$ cat src/sv/frq_pkg.sv
// Frame reorder queue package: request, status and frame type codes,
// the stored slot record, controller command/status structs and the plan function.
// No dependencies.
`timescale 1ns / 1ps

package frq_pkg;

    typedef enum logic [1:0] {
        REQ_PUSH  = 2'd0,
        REQ_POP   = 2'd1,
        REQ_FLUSH = 2'd2,
        REQ_NONE  = 2'd3
    } req_code_t;

    typedef enum logic [1:0] {
        ST_OK        = 2'd0,
        ST_NOT_READY = 2'd1,
        ST_REJECT    = 2'd2
    } status_t;

    typedef enum logic [1:0] {
        FT_I = 2'd0,
        FT_P = 2'd1,
        FT_B = 2'd2
    } frame_kind_t;

    localparam logic [1:0] MAX_B_LIMIT = 2'd2;

    typedef struct packed {
        logic [15:0]        handle;
        logic [23:0]        size;
        logic signed [63:0] pts;
        logic signed [63:0] duration;
        logic [31:0]        disp;
        logic               forced;
    } slot_t;

    typedef enum logic [2:0] {
        S_IDLE,
        S_DECODE,
        S_PUSH,
        S_SCAN_RD,
        S_SCAN_CHK,
        S_SHIFT_RD,
        S_SHIFT_WR,
        S_DONE
    } state_t;

    typedef struct packed {
        logic    latch_req;
        logic    set_status;
        status_t status;
        logic    push_write;
        logic    scan_init;
        logic    scan_rd;
        logic    capture;
        logic    take_restart;
        logic    k_inc;
        logic    shift_rd;
        logic    shift_wr;
        logic    count_dec;
        logic    load_out;
    } dp_cmd_t;

    typedef struct packed {
        req_code_t req_code;
        logic      push_ok;
        logic      none_ready;
        logic      take_hit;
        logic      scan_last;
        logic      shift_done;
        logic      out_free;
    } dp_stat_t;

    function automatic frame_kind_t plan_type(slot_t s, logic [1:0] max_b);
        frame_kind_t kind;
        if (s.forced || s.disp == 32'd0)
        begin
            kind = FT_I;
        end
        else if (max_b == 2'd0)
        begin
            kind = FT_P;
        end
        else if (s.disp[0])
        begin
            kind = FT_B;
        end
        else
        begin
            kind = FT_P;
        end
        return kind;
    endfunction

endpackage

$ cat src/sv/frq_req_if.sv
// Request channel of the frame reorder queue: valid/ready plus request payload.
// No dependencies.
`timescale 1ns / 1ps

interface frq_req_if;
    logic               valid;
    logic               ready;
    logic [1:0]         req_type;
    logic [15:0]        frame_handle;
    logic [23:0]        frame_size;
    logic signed [63:0] pts;
    logic signed [63:0] duration;
    logic               force_key;

    modport source (output valid, output req_type, output frame_handle, output frame_size,
                    output pts, output duration, output force_key, input ready);
    modport sink (input valid, input req_type, input frame_handle, input frame_size,
                  input pts, input duration, input force_key, output ready);
endinterface

$ cat src/sv/frq_rsp_if.sv
// Result channel of the frame reorder queue: valid/ready plus planned frame record.
// No dependencies.
`timescale 1ns / 1ps

interface frq_rsp_if;
    logic               valid;
    logic               ready;
    logic [1:0]         status;
    logic [15:0]        out_handle;
    logic [23:0]        out_size;
    logic signed [63:0] out_pts;
    logic signed [63:0] out_duration;
    logic [31:0]        out_display_index;
    logic [1:0]         frame_type;
    logic               ref_frame;
    logic [31:0]        anchor_disp;
    logic               out_forced;

    modport source (output valid, output status, output out_handle, output out_size,
                    output out_pts, output out_duration, output out_display_index,
                    output frame_type, output ref_frame, output anchor_disp,
                    output out_forced, input ready);
    modport sink (input valid, input status, input out_handle, input out_size,
                  input out_pts, input out_duration, input out_display_index,
                  input frame_type, input ref_frame, input anchor_disp,
                  input out_forced, output ready);
endinterface

$ cat src/sv/frq_cfg_if.sv
// Configuration write channel of the frame reorder queue (max_b_frames).
// No dependencies.
`timescale 1ns / 1ps

interface frq_cfg_if;
    logic       valid;
    logic       ready;
    logic [1:0] data;

    modport source (output valid, output data, input ready);
    modport sink (input valid, input data, output ready);
endinterface

$ cat src/sv/frame_reorder_queue.sv
// Frame reorder queue top level: controller plus datapath on handshake channels.
// Depends on frq_pkg, frq_req_if, frq_rsp_if, frq_cfg_if, frq_ctrl, frq_dp.
//
// Usage:
//   req  - one request per handshake: push, pop or flush with the frame record.
//   rsp  - exactly one result per request, in request order.
//   cfg  - writes max_b_frames (clamped to 0..2); always ready, write only when idle.
// One request is handled at a time. A push writes the frame into the next free
// slot; a reject or nothing-ready answer goes straight to the result. A pop or flush
// reads the slots in order until it finds a frame not planned as B (a flush with
// only B frames queued scans again and takes the first), then moves the later
// entries down to close the gap; a pop that finds only B frames answers not ready.
// The slot memory has one write port and one read port with registered data.
// The result is loaded into an output register as the controller returns to
// idle; the controller waits before loading only if the previous result has not
// yet been taken, so a stalled receiver holds req ready low until its result is
// taken. Reset empties the queue, clears the display counter and max_b_frames;
// slot contents are not cleared and need no pass.
`timescale 1ns / 1ps

module frame_reorder_queue #(
    parameter int QUEUE_DEPTH = 8
) (
    input  logic     clk,
    input  logic     rst_n,
    frq_req_if.sink  req,
    frq_rsp_if.source rsp,
    frq_cfg_if.sink  cfg
);
    import frq_pkg::*;

    dp_cmd_t  cmd;
    dp_stat_t stat;

    assign cfg.ready = 1'b1;

    frq_ctrl u_ctrl (
        .clk       (clk),
        .rst_n     (rst_n),
        .req_valid (req.valid),
        .req_ready (req.ready),
        .stat      (stat),
        .cmd       (cmd)
    );

    frq_dp #(
        .QUEUE_DEPTH (QUEUE_DEPTH)
    ) u_dp (
        .clk               (clk),
        .rst_n             (rst_n),
        .cmd               (cmd),
        .stat              (stat),
        .req_type          (req.req_type),
        .frame_handle      (req.frame_handle),
        .frame_size        (req.frame_size),
        .pts               (req.pts),
        .duration          (req.duration),
        .force_key         (req.force_key),
        .cfg_valid         (cfg.valid),
        .cfg_data          (cfg.data),
        .rsp_ready         (rsp.ready),
        .rsp_valid         (rsp.valid),
        .status            (rsp.status),
        .out_handle        (rsp.out_handle),
        .out_size          (rsp.out_size),
        .out_pts           (rsp.out_pts),
        .out_duration      (rsp.out_duration),
        .out_display_index (rsp.out_display_index),
        .frame_type        (rsp.frame_type),
        .ref_frame         (rsp.ref_frame),
        .anchor_disp       (rsp.anchor_disp),
        .out_forced        (rsp.out_forced)
    );

endmodule

$ cat src/sv/frq_ctrl.sv
// Frame reorder queue controller: sequences push, scan and shift per request.
// Depends on frq_pkg.
`timescale 1ns / 1ps

module frq_ctrl (
    input  logic             clk,
    input  logic             rst_n,
    input  logic             req_valid,
    output logic             req_ready,
    input  frq_pkg::dp_stat_t stat,
    output frq_pkg::dp_cmd_t  cmd
);
    import frq_pkg::*;

    state_t state_reg;
    state_t state_next;

    always_ff @(posedge clk or negedge rst_n)
    begin
        if (!rst_n)
        begin
            state_reg <= S_IDLE;
        end
        else
        begin
            state_reg <= state_next;
        end
    end

    always_comb
    begin
        state_next = state_reg;
        cmd        = '0;
        cmd.status = ST_OK;
        req_ready  = 1'b0;
        unique case (state_reg)
            S_IDLE:
            begin
                req_ready = 1'b1;
                if (req_valid)
                begin
                    cmd.latch_req = 1'b1;
                    state_next    = S_DECODE;
                end
            end
            S_DECODE:
            begin
                if (stat.req_code == REQ_PUSH)
                begin
                    if (stat.push_ok)
                    begin
                        state_next = S_PUSH;
                    end
                    else
                    begin
                        cmd.set_status = 1'b1;
                        cmd.status     = ST_REJECT;
                        state_next     = S_DONE;
                    end
                end
                else if (stat.req_code == REQ_NONE || stat.none_ready)
                begin
                    cmd.set_status = 1'b1;
                    cmd.status     = ST_NOT_READY;
                    state_next     = S_DONE;
                end
                else
                begin
                    cmd.scan_init = 1'b1;
                    state_next    = S_SCAN_RD;
                end
            end
            S_PUSH:
            begin
                cmd.push_write = 1'b1;
                cmd.set_status = 1'b1;
                cmd.status     = ST_OK;
                state_next     = S_DONE;
            end
            S_SCAN_RD:
            begin
                cmd.scan_rd = 1'b1;
                state_next  = S_SCAN_CHK;
            end
            S_SCAN_CHK:
            begin
                if (stat.take_hit)
                begin
                    cmd.capture    = 1'b1;
                    cmd.set_status = 1'b1;
                    cmd.status     = ST_OK;
                    state_next     = S_SHIFT_RD;
                end
                else if (stat.scan_last)
                begin
                    if (stat.req_code == REQ_POP)
                    begin
                        cmd.set_status = 1'b1;
                        cmd.status     = ST_NOT_READY;
                        state_next     = S_DONE;
                    end
                    else
                    begin
                        cmd.take_restart = 1'b1;
                        state_next       = S_SCAN_RD;
                    end
                end
                else
                begin
                    cmd.k_inc  = 1'b1;
                    state_next = S_SCAN_RD;
                end
            end
            S_SHIFT_RD:
            begin
                if (stat.shift_done)
                begin
                    cmd.count_dec = 1'b1;
                    state_next    = S_DONE;
                end
                else
                begin
                    cmd.shift_rd = 1'b1;
                    state_next   = S_SHIFT_WR;
                end
            end
            S_SHIFT_WR:
            begin
                cmd.shift_wr = 1'b1;
                state_next   = S_SHIFT_RD;
            end
            S_DONE:
            begin
                if (stat.out_free)
                begin
                    cmd.load_out = 1'b1;
                    state_next   = S_IDLE;
                end
            end
            default:
            begin
                state_next = S_IDLE;
            end
        endcase
    end

endmodule

$ cat src/sv/frq_dp.sv
// Frame reorder queue datapath: slot memory, counters, scan/shift indexes,
// config register and the registered result stage. Depends on frq_pkg.
`timescale 1ns / 1ps

module frq_dp #(
    parameter int QUEUE_DEPTH = 8
) (
    input  logic               clk,
    input  logic               rst_n,
    input  frq_pkg::dp_cmd_t   cmd,
    output frq_pkg::dp_stat_t  stat,
    input  logic [1:0]         req_type,
    input  logic [15:0]        frame_handle,
    input  logic [23:0]        frame_size,
    input  logic signed [63:0] pts,
    input  logic signed [63:0] duration,
    input  logic               force_key,
    input  logic               cfg_valid,
    input  logic [1:0]         cfg_data,
    input  logic               rsp_ready,
    output logic               rsp_valid,
    output logic [1:0]         status,
    output logic [15:0]        out_handle,
    output logic [23:0]        out_size,
    output logic signed [63:0] out_pts,
    output logic signed [63:0] out_duration,
    output logic [31:0]        out_display_index,
    output logic [1:0]         frame_type,
    output logic               ref_frame,
    output logic [31:0]        anchor_disp,
    output logic               out_forced
);
    import frq_pkg::*;

    localparam int IDX_W = $clog2(QUEUE_DEPTH);
    localparam int CNT_W = $clog2(QUEUE_DEPTH + 1);

    slot_t mem [QUEUE_DEPTH];
    slot_t rd_data_reg;
    slot_t req_slot_reg;
    slot_t res_slot_reg;
    slot_t wr_data;

    req_code_t          req_code_reg;
    status_t            status_reg;
    logic               give_reg;
    logic [CNT_W-1:0]   count_reg;
    logic [31:0]        next_disp_reg;
    logic [1:0]         max_b_reg;
    logic [IDX_W-1:0]   k_reg;
    logic [CNT_W-1:0]   j_reg;
    logic               take_reg;
    logic               rsp_valid_reg;

    logic               wr_en;
    logic [IDX_W-1:0]   wr_addr;
    logic               rd_en;
    logic [IDX_W-1:0]   rd_addr;
    logic [CNT_W-1:0]   j_prev;
    logic [CNT_W-1:0]   k_plus;
    frame_kind_t        res_kind;

    assign j_prev = j_reg - CNT_W'(1);
    assign k_plus = CNT_W'(k_reg) + CNT_W'(1);

    assign wr_en   = cmd.push_write | cmd.shift_wr;
    assign wr_addr = cmd.shift_wr ? j_prev[IDX_W-1:0] : count_reg[IDX_W-1:0];
    always_comb
    begin
        wr_data = req_slot_reg;
        wr_data.disp = next_disp_reg;
        if (cmd.shift_wr)
        begin
            wr_data = rd_data_reg;
        end
    end

    assign rd_en   = cmd.scan_rd | cmd.shift_rd;
    assign rd_addr = cmd.shift_rd ? j_reg[IDX_W-1:0] : k_reg;

    always_ff @(posedge clk)
    begin
        if (wr_en)
        begin
            mem[wr_addr] <= wr_data;
        end
    end

    always_ff @(posedge clk)
    begin
        if (rd_en)
        begin
            rd_data_reg <= mem[rd_addr];
        end
    end

    // request and result payload
    always_ff @(posedge clk)
    begin
        if (cmd.latch_req)
        begin
            req_slot_reg.handle   <= frame_handle;
            req_slot_reg.size     <= frame_size;
            req_slot_reg.pts      <= pts;
            req_slot_reg.duration <= duration;
            req_slot_reg.disp     <= 32'd0;
            req_slot_reg.forced   <= force_key;
        end
        if (cmd.capture)
        begin
            res_slot_reg <= rd_data_reg;
        end
        if (cmd.set_status)
        begin
            status_reg <= cmd.status;
        end
        if (cmd.load_out)
        begin
            status <= status_reg;
            if (give_reg)
            begin
                out_handle        <= res_slot_reg.handle;
                out_size          <= res_slot_reg.size;
                out_pts           <= res_slot_reg.pts;
                out_duration      <= res_slot_reg.duration;
                out_display_index <= res_slot_reg.disp;
                frame_type        <= res_kind;
                ref_frame         <= (res_kind != FT_B);
                anchor_disp       <= (res_kind == FT_B) ? res_slot_reg.disp + 32'd1
                                                        : res_slot_reg.disp;
                out_forced        <= res_slot_reg.forced;
            end
            else
            begin
                out_handle        <= '0;
                out_size          <= '0;
                out_pts           <= '0;
                out_duration      <= '0;
                out_display_index <= '0;
                frame_type        <= '0;
                ref_frame         <= 1'b0;
                anchor_disp       <= '0;
                out_forced        <= 1'b0;
            end
        end
    end

    assign res_kind = plan_type(res_slot_reg, max_b_reg);

    // control state
    always_ff @(posedge clk or negedge rst_n)
    begin
        if (!rst_n)
        begin
            req_code_reg  <= REQ_PUSH;
            give_reg      <= 1'b0;
            count_reg     <= '0;
            next_disp_reg <= '0;
            max_b_reg     <= '0;
            k_reg         <= '0;
            j_reg         <= '0;
            take_reg      <= 1'b0;
            rsp_valid_reg <= 1'b0;
        end
        else
        begin
            if (cfg_valid)
            begin
                max_b_reg <= (cfg_data > MAX_B_LIMIT) ? MAX_B_LIMIT : cfg_data;
            end
            if (cmd.latch_req)
            begin
                req_code_reg <= req_code_t'(req_type);
                give_reg     <= 1'b0;
            end
            if (cmd.push_write)
            begin
                count_reg     <= count_reg + CNT_W'(1);
                next_disp_reg <= next_disp_reg + 32'd1;
            end
            if (cmd.count_dec)
            begin
                count_reg <= count_reg - CNT_W'(1);
            end
            if (cmd.scan_init)
            begin
                k_reg    <= '0;
                take_reg <= 1'b0;
            end
            if (cmd.take_restart)
            begin
                k_reg    <= '0;
                take_reg <= 1'b1;
            end
            if (cmd.k_inc)
            begin
                k_reg <= k_plus[IDX_W-1:0];
            end
            if (cmd.capture)
            begin
                give_reg <= 1'b1;
                j_reg    <= k_plus;
            end
            if (cmd.shift_wr)
            begin
                j_reg <= j_reg + CNT_W'(1);
            end
            if (cmd.load_out)
            begin
                rsp_valid_reg <= 1'b1;
            end
            else if (rsp_ready)
            begin
                rsp_valid_reg <= 1'b0;
            end
        end
    end

    assign rsp_valid = rsp_valid_reg;

    assign stat.req_code   = req_code_reg;
    assign stat.push_ok    = (req_slot_reg.size != 24'd0) &&
                             (count_reg != CNT_W'(QUEUE_DEPTH));
    assign stat.none_ready = (count_reg == '0) ||
                             (req_code_reg == REQ_POP && count_reg <= CNT_W'(max_b_reg));
    assign stat.take_hit   = take_reg || (plan_type(rd_data_reg, max_b_reg) != FT_B);
    assign stat.scan_last  = (k_plus == count_reg);
    assign stat.shift_done = (j_reg == count_reg);
    assign stat.out_free   = !rsp_valid_reg || rsp_ready;

endmodule
$ cat src/flat_wrapper.sv
// flat-port wrapper written by rule: the top's interface ports become plain ports
module frame_reorder_queue_flat import frq_pkg::*;
#(
    parameter int QUEUE_DEPTH = 8
)
  (clk, rst_n, req_valid, req_req_type, req_frame_handle, req_frame_size, req_pts, req_duration, req_force_key, req_ready, rsp_valid, rsp_status, rsp_out_handle, rsp_out_size, rsp_out_pts, rsp_out_duration, rsp_out_display_index, rsp_frame_type, rsp_ref_frame, rsp_anchor_disp, rsp_out_forced, rsp_ready, cfg_valid, cfg_data, cfg_ready);
  frq_req_if req_i ();
  frq_rsp_if rsp_i ();
  frq_cfg_if cfg_i ();
  input  logic clk;
  input  logic rst_n;
  input wire logic [$bits(req_i.valid)-1:0] req_valid;
  input wire logic [$bits(req_i.req_type)-1:0] req_req_type;
  input wire logic [$bits(req_i.frame_handle)-1:0] req_frame_handle;
  input wire logic [$bits(req_i.frame_size)-1:0] req_frame_size;
  input wire logic [$bits(req_i.pts)-1:0] req_pts;
  input wire logic [$bits(req_i.duration)-1:0] req_duration;
  input wire logic [$bits(req_i.force_key)-1:0] req_force_key;
  output wire logic [$bits(req_i.ready)-1:0] req_ready;
  output wire logic [$bits(rsp_i.valid)-1:0] rsp_valid;
  output wire logic [$bits(rsp_i.status)-1:0] rsp_status;
  output wire logic [$bits(rsp_i.out_handle)-1:0] rsp_out_handle;
  output wire logic [$bits(rsp_i.out_size)-1:0] rsp_out_size;
  output wire logic [$bits(rsp_i.out_pts)-1:0] rsp_out_pts;
  output wire logic [$bits(rsp_i.out_duration)-1:0] rsp_out_duration;
  output wire logic [$bits(rsp_i.out_display_index)-1:0] rsp_out_display_index;
  output wire logic [$bits(rsp_i.frame_type)-1:0] rsp_frame_type;
  output wire logic [$bits(rsp_i.ref_frame)-1:0] rsp_ref_frame;
  output wire logic [$bits(rsp_i.anchor_disp)-1:0] rsp_anchor_disp;
  output wire logic [$bits(rsp_i.out_forced)-1:0] rsp_out_forced;
  input wire logic [$bits(rsp_i.ready)-1:0] rsp_ready;
  input wire logic [$bits(cfg_i.valid)-1:0] cfg_valid;
  input wire logic [$bits(cfg_i.data)-1:0] cfg_data;
  output wire logic [$bits(cfg_i.ready)-1:0] cfg_ready;
  assign req_i.valid = req_valid;
  assign req_i.req_type = req_req_type;
  assign req_i.frame_handle = req_frame_handle;
  assign req_i.frame_size = req_frame_size;
  assign req_i.pts = req_pts;
  assign req_i.duration = req_duration;
  assign req_i.force_key = req_force_key;
  assign req_ready = req_i.ready;
  assign rsp_valid = rsp_i.valid;
  assign rsp_status = rsp_i.status;
  assign rsp_out_handle = rsp_i.out_handle;
  assign rsp_out_size = rsp_i.out_size;
  assign rsp_out_pts = rsp_i.out_pts;
  assign rsp_out_duration = rsp_i.out_duration;
  assign rsp_out_display_index = rsp_i.out_display_index;
  assign rsp_frame_type = rsp_i.frame_type;
  assign rsp_ref_frame = rsp_i.ref_frame;
  assign rsp_anchor_disp = rsp_i.anchor_disp;
  assign rsp_out_forced = rsp_i.out_forced;
  assign rsp_i.ready = rsp_ready;
  assign cfg_i.valid = cfg_valid;
  assign cfg_i.data = cfg_data;
  assign cfg_ready = cfg_i.ready;
  frame_reorder_queue #(.QUEUE_DEPTH(QUEUE_DEPTH)) u_core (.clk(clk), .rst_n(rst_n), .req(req_i), .rsp(rsp_i), .cfg(cfg_i));
endmodule
$ cat config.mk
export PLATFORM = sky130hd
export DESIGN_NAME = frame_reorder_queue_flat
export DESIGN_NICKNAME = d
export VERILOG_FILES = /design/src/sv/frq_pkg.sv /design/src/sv/frq_req_if.sv /design/src/sv/frq_rsp_if.sv /design/src/sv/frq_cfg_if.sv /design/src/sv/frame_reorder_queue.sv /design/src/sv/frq_ctrl.sv /design/src/sv/frq_dp.sv /design/src/flat_wrapper.sv
export SDC_FILE = /design/constraint.sdc
export NUM_CORES = 2
export LEC_CHECK = 0
export ABC_AREA = 1
export BUFFER_PORTS_ARGS = -buffer_cell sky130_fd_sc_hd__buf_2
export CORE_MARGIN = 4
export CORE_UTILIZATION = 35
export DETAILED_ROUTE_END_ITERATION = 8
export GPL_ROUTABILITY_DRIVEN = 0
export GPL_TIMING_DRIVEN = 0
export PLACE_DENSITY = 0.6
export SKIP_LAST_GASP = 1
export SLEW_MARGIN = 10
export SYNTH_ARGS = -nofsm -noshare
export SYNTH_HDL_FRONTEND = slang
export SYNTH_SLANG_ARGS = --single-unit
$ cat constraint.sdc
create_clock -name clk -period 12.4 [get_ports clk]
set_input_delay 3.72 -clock clk [delete_from_list [all_inputs] [get_ports clk]]
set_output_delay 3.72 -clock clk [all_outputs]
set_load 0.02 [all_outputs]
==> results.json <==
{
  "grt_start_max_net_pins": 90,
  "critPathMostFrequentCell": "inv_1",
  "yosysSeqAreaShare_pct": 70.62,
  "met1Wirelength_microns": 123300,
  "via_per_inst": 4.730,
  "ys_seq_elements": 2472,
  "ys_async_sr_fraction_pct": 2.144,
  "clk_path_buf_depth": 4,
  "post-place-ws_ps": 6428,
  "clk_pin_slew_ps": 70,
  "final_common_cell": "nand2_1",
  "drc": 0,
  "drt-initial-drc-count": 6569,
  "dp_cells": 14170,
  "p_per_area_nw_per_um2": 257.1,
  "r2r_cells": 13,
  "worstPathRequired_ps": 8680,
  "num_vias": 69270,
  "fin_cells": 14650,
  "globalRouteOverflowTotal": 0,
  "period_share_pct": 45.66,
  "path_cells": "inv_1, nand2_1, inv_1, buf_2",
  "crit_start": "u_core.u_ctrl.state_reg[2]",
  "cts.repair.resized": 0,
  "ctsHoldBuffers": 0,
  "area_growth_pct": 17.35,
  "rows": 200,
  "core_area_sq_um": 297300,
  "setup_tns_ps": 0,
  "finClkSkew_ps": 67.21,
  "grt_pass1_vias": 66450,
  "cts_setup_buffers": 0,
  "cp.buffers_inverters": 3,
  "initial_core_util_pct": 35.23,
  "syn_inst": 9702,
  "final_antenna_net_count": 0,
  "cts_buffers": 270,
  "dr_wl_met2_microns": 136000,
  "grt_pass1_wl_microns": 429800,
  "synthFlopType": "edfxtp_1",
  "layout_common_cells": "2,537 x nand2_1, 2,419 x edfxtp_1, 1,939 x inv_1, 1,880 x nand3_1, 709 x buf_2",
  "yosysUniqueCellTypes": 44,
  "period_needed_ps": 5662,
  "wirelength_microns": 294100,
  "cap_violations": 0,
  "cp.depth": 4,
  "timing.rr.end": "u_core.u_dp.mem[3][63]",
  "synth_nets": 9891,
  "cp-end-kind": "output pin",
  "critPathSlowestCell": "dfrtp_1",
  "setup_viol": 0,
  "largest_reg_flops": 1608,
  "die_x_microns": 555.0,
  "final_max_slew_viol_count": 0,
  "reg2reg_slack_ps": 8070,
  "p_leak_uw": 0.05301,
  "dp_hpwl_microns": 200500,
  "outcome": "finished clean",
  "drive_gt1_share_pct": 11.85,
  "syn-cell-area_sq_um": 104700,
  "cp-endpoint": "req_ready",
  "die_h_microns": 555.0,
  "worst_slack_ps": 6738,
  "crit_fanout": 5,
  "grt_setup_unrepaired": "false",
  "avgSynthCellArea_sq_um": 10.79,
  "worstPathArrival_ps": 1940,
  "crit_family": "buffers and inverters",
  "max_freq_ghz": 0.1766,
  "synth_edf_count": 2419,
  "ir_worst_vdd_mv": 0.1996,
  "cp-start-kind": "flip-flop",
  "fin_nets": 10690,
  "clkLatencyLatePin_ps": 860,
  "grt_usage_pct": 18.55,
  "ys_warn_count": 0,
  "hold_class": "flip-flop to flip-flop",
  "critical_path_class": "flip-flop to output pin",
  "worst_slew_pin_slew_ps": 1321,
  "critPathMaxStageDelay_ps": 410,
  "first_pass_iters": 6,
  "routedWlPerCell_microns": 20.08,
  "route.met3.wl_microns": 22230,
  "cts_sinks": 2472,
  "r2r-start": "u_core.u_ctrl.state_reg[0]",
  "portBuffers": 417,
  "dieArea_sq_um": 308000,
  "cts_root_buf": "clkbuf_16",
  "slew_headroom_pct": 11.01,
  "hold_violations": 0,
  "cts_tree": "done",
  "ios": 419,
  "antenna_found_initial": 35,
  "top_layer": "met5",
  "h-tree-depth": 5
}
[cell families after synthesis]
group,synth area share (%)
flip-flops,70.62
other,0.003581
AND/OR/NAND/NOR,18.90
AO/OA/AOI/OAI,0.6189
XOR/XNOR,0.4850
buffers and inverters,9.229
adder cells (fa/ha/maj),0.1386
[through the flow]
stage / power [uW] / util (%) / hold WS [ps] / instance area, sq um
floorplan: 19470 / - / 400.3 / 104700
global placement: 24150 / 37.59 / 431.6 / 111800
detailed placement: 23920 / 38.46 / 432.4 / 114300
CTS: 31840 / 41.33 / 432.8 / 122900
global route: 33370 / 41.34 / 450.6 / 122900
finish: 31600 / 41.34 / 445.0 / 122900
[routing by layer]
layer	vias to the layer above	global-route usage (%)
met4	22	7.133
met2	2638	29.97
met1	32810	24.97
li1	33220	-
met5	-	0
met3	572	3.222
[cell type report]
cell class	instances	area, sq um
Buffer	502	2379
Clock buffer	332	7221
Antenna cell	10	25.02
Tap cell	3939	4928
Timing Repair Buffer	524	4562
Sequential cell	2472	73970
Clock inverter	138	1334
Multi-Input combinational cell	4784	21180
Inverter	1944	7312
Fill cell	28030	174400
[worst min path at each step]
stage / start / to / slack, ps / depth (start not counted)
after detailed placement: u_core.u_dp.rd_data_reg[40] / u_core.u_dp.res_slot_reg[40] / 430 / 0
after floorplan: u_core.u_dp.status_reg[0] / u_core.u_dp.status[0] / 400 / 0
after global placement: u_core.u_dp.rd_data_reg[40] / u_core.u_dp.res_slot_reg[40] / 430 / 0
final: u_core.u_dp.rd_data_reg[193] / u_core.u_dp.res_slot_reg[193] / 440 / 0
after CTS: u_core.u_dp.rd_data_reg[193] / u_core.u_dp.res_slot_reg[193] / 430 / 0
after global routing: u_core.u_dp.rd_data_reg[112] / u_core.u_dp.res_slot_reg[112] / 450 / 0
[Yosys cell counts, types with 2 or more instances]
master / count / area, sq um
nor2_2: 3 / 18.77
o21ai_4: 2 / 32.53
nor2_1: 106 / 397.9
xor2_1: 50 / 437.9
clkbuf_1: 166 / 623.1
nor2_4: 3 / 33.78
buf_2: 293 / 1466
inv_2: 3 / 11.26
xnor2_1: 8 / 70.07
nand2_1: 2538 / 9527
nor4_1: 2 / 12.51
nor3_1: 31 / 155.2
o211ai_1: 2 / 15.01
nand2_2: 4 / 25.02
inv_1: 1941 / 7286
a21oi_1: 37 / 185.2
dfrtp_1: 53 / 1326
buf_1: 15 / 56.30
nand2_4: 4 / 45.04
buf_4: 23 / 172.7
ha_1: 10 / 125.1
nand4_1: 17 / 106.4
nand3_1: 1880 / 9409
buf_6: 4 / 45.04
nand3b_1: 2 / 15.01
edfxtp_1: 2419 / 72640
o21ai_0: 69 / 345.3
[power by group]
part           switching, uW  internal (uW)
clock network           3330           4540
registers                673          11900
logic                   8170           2940
total                  12200          19400
Power figures use the tool's default switching activity.
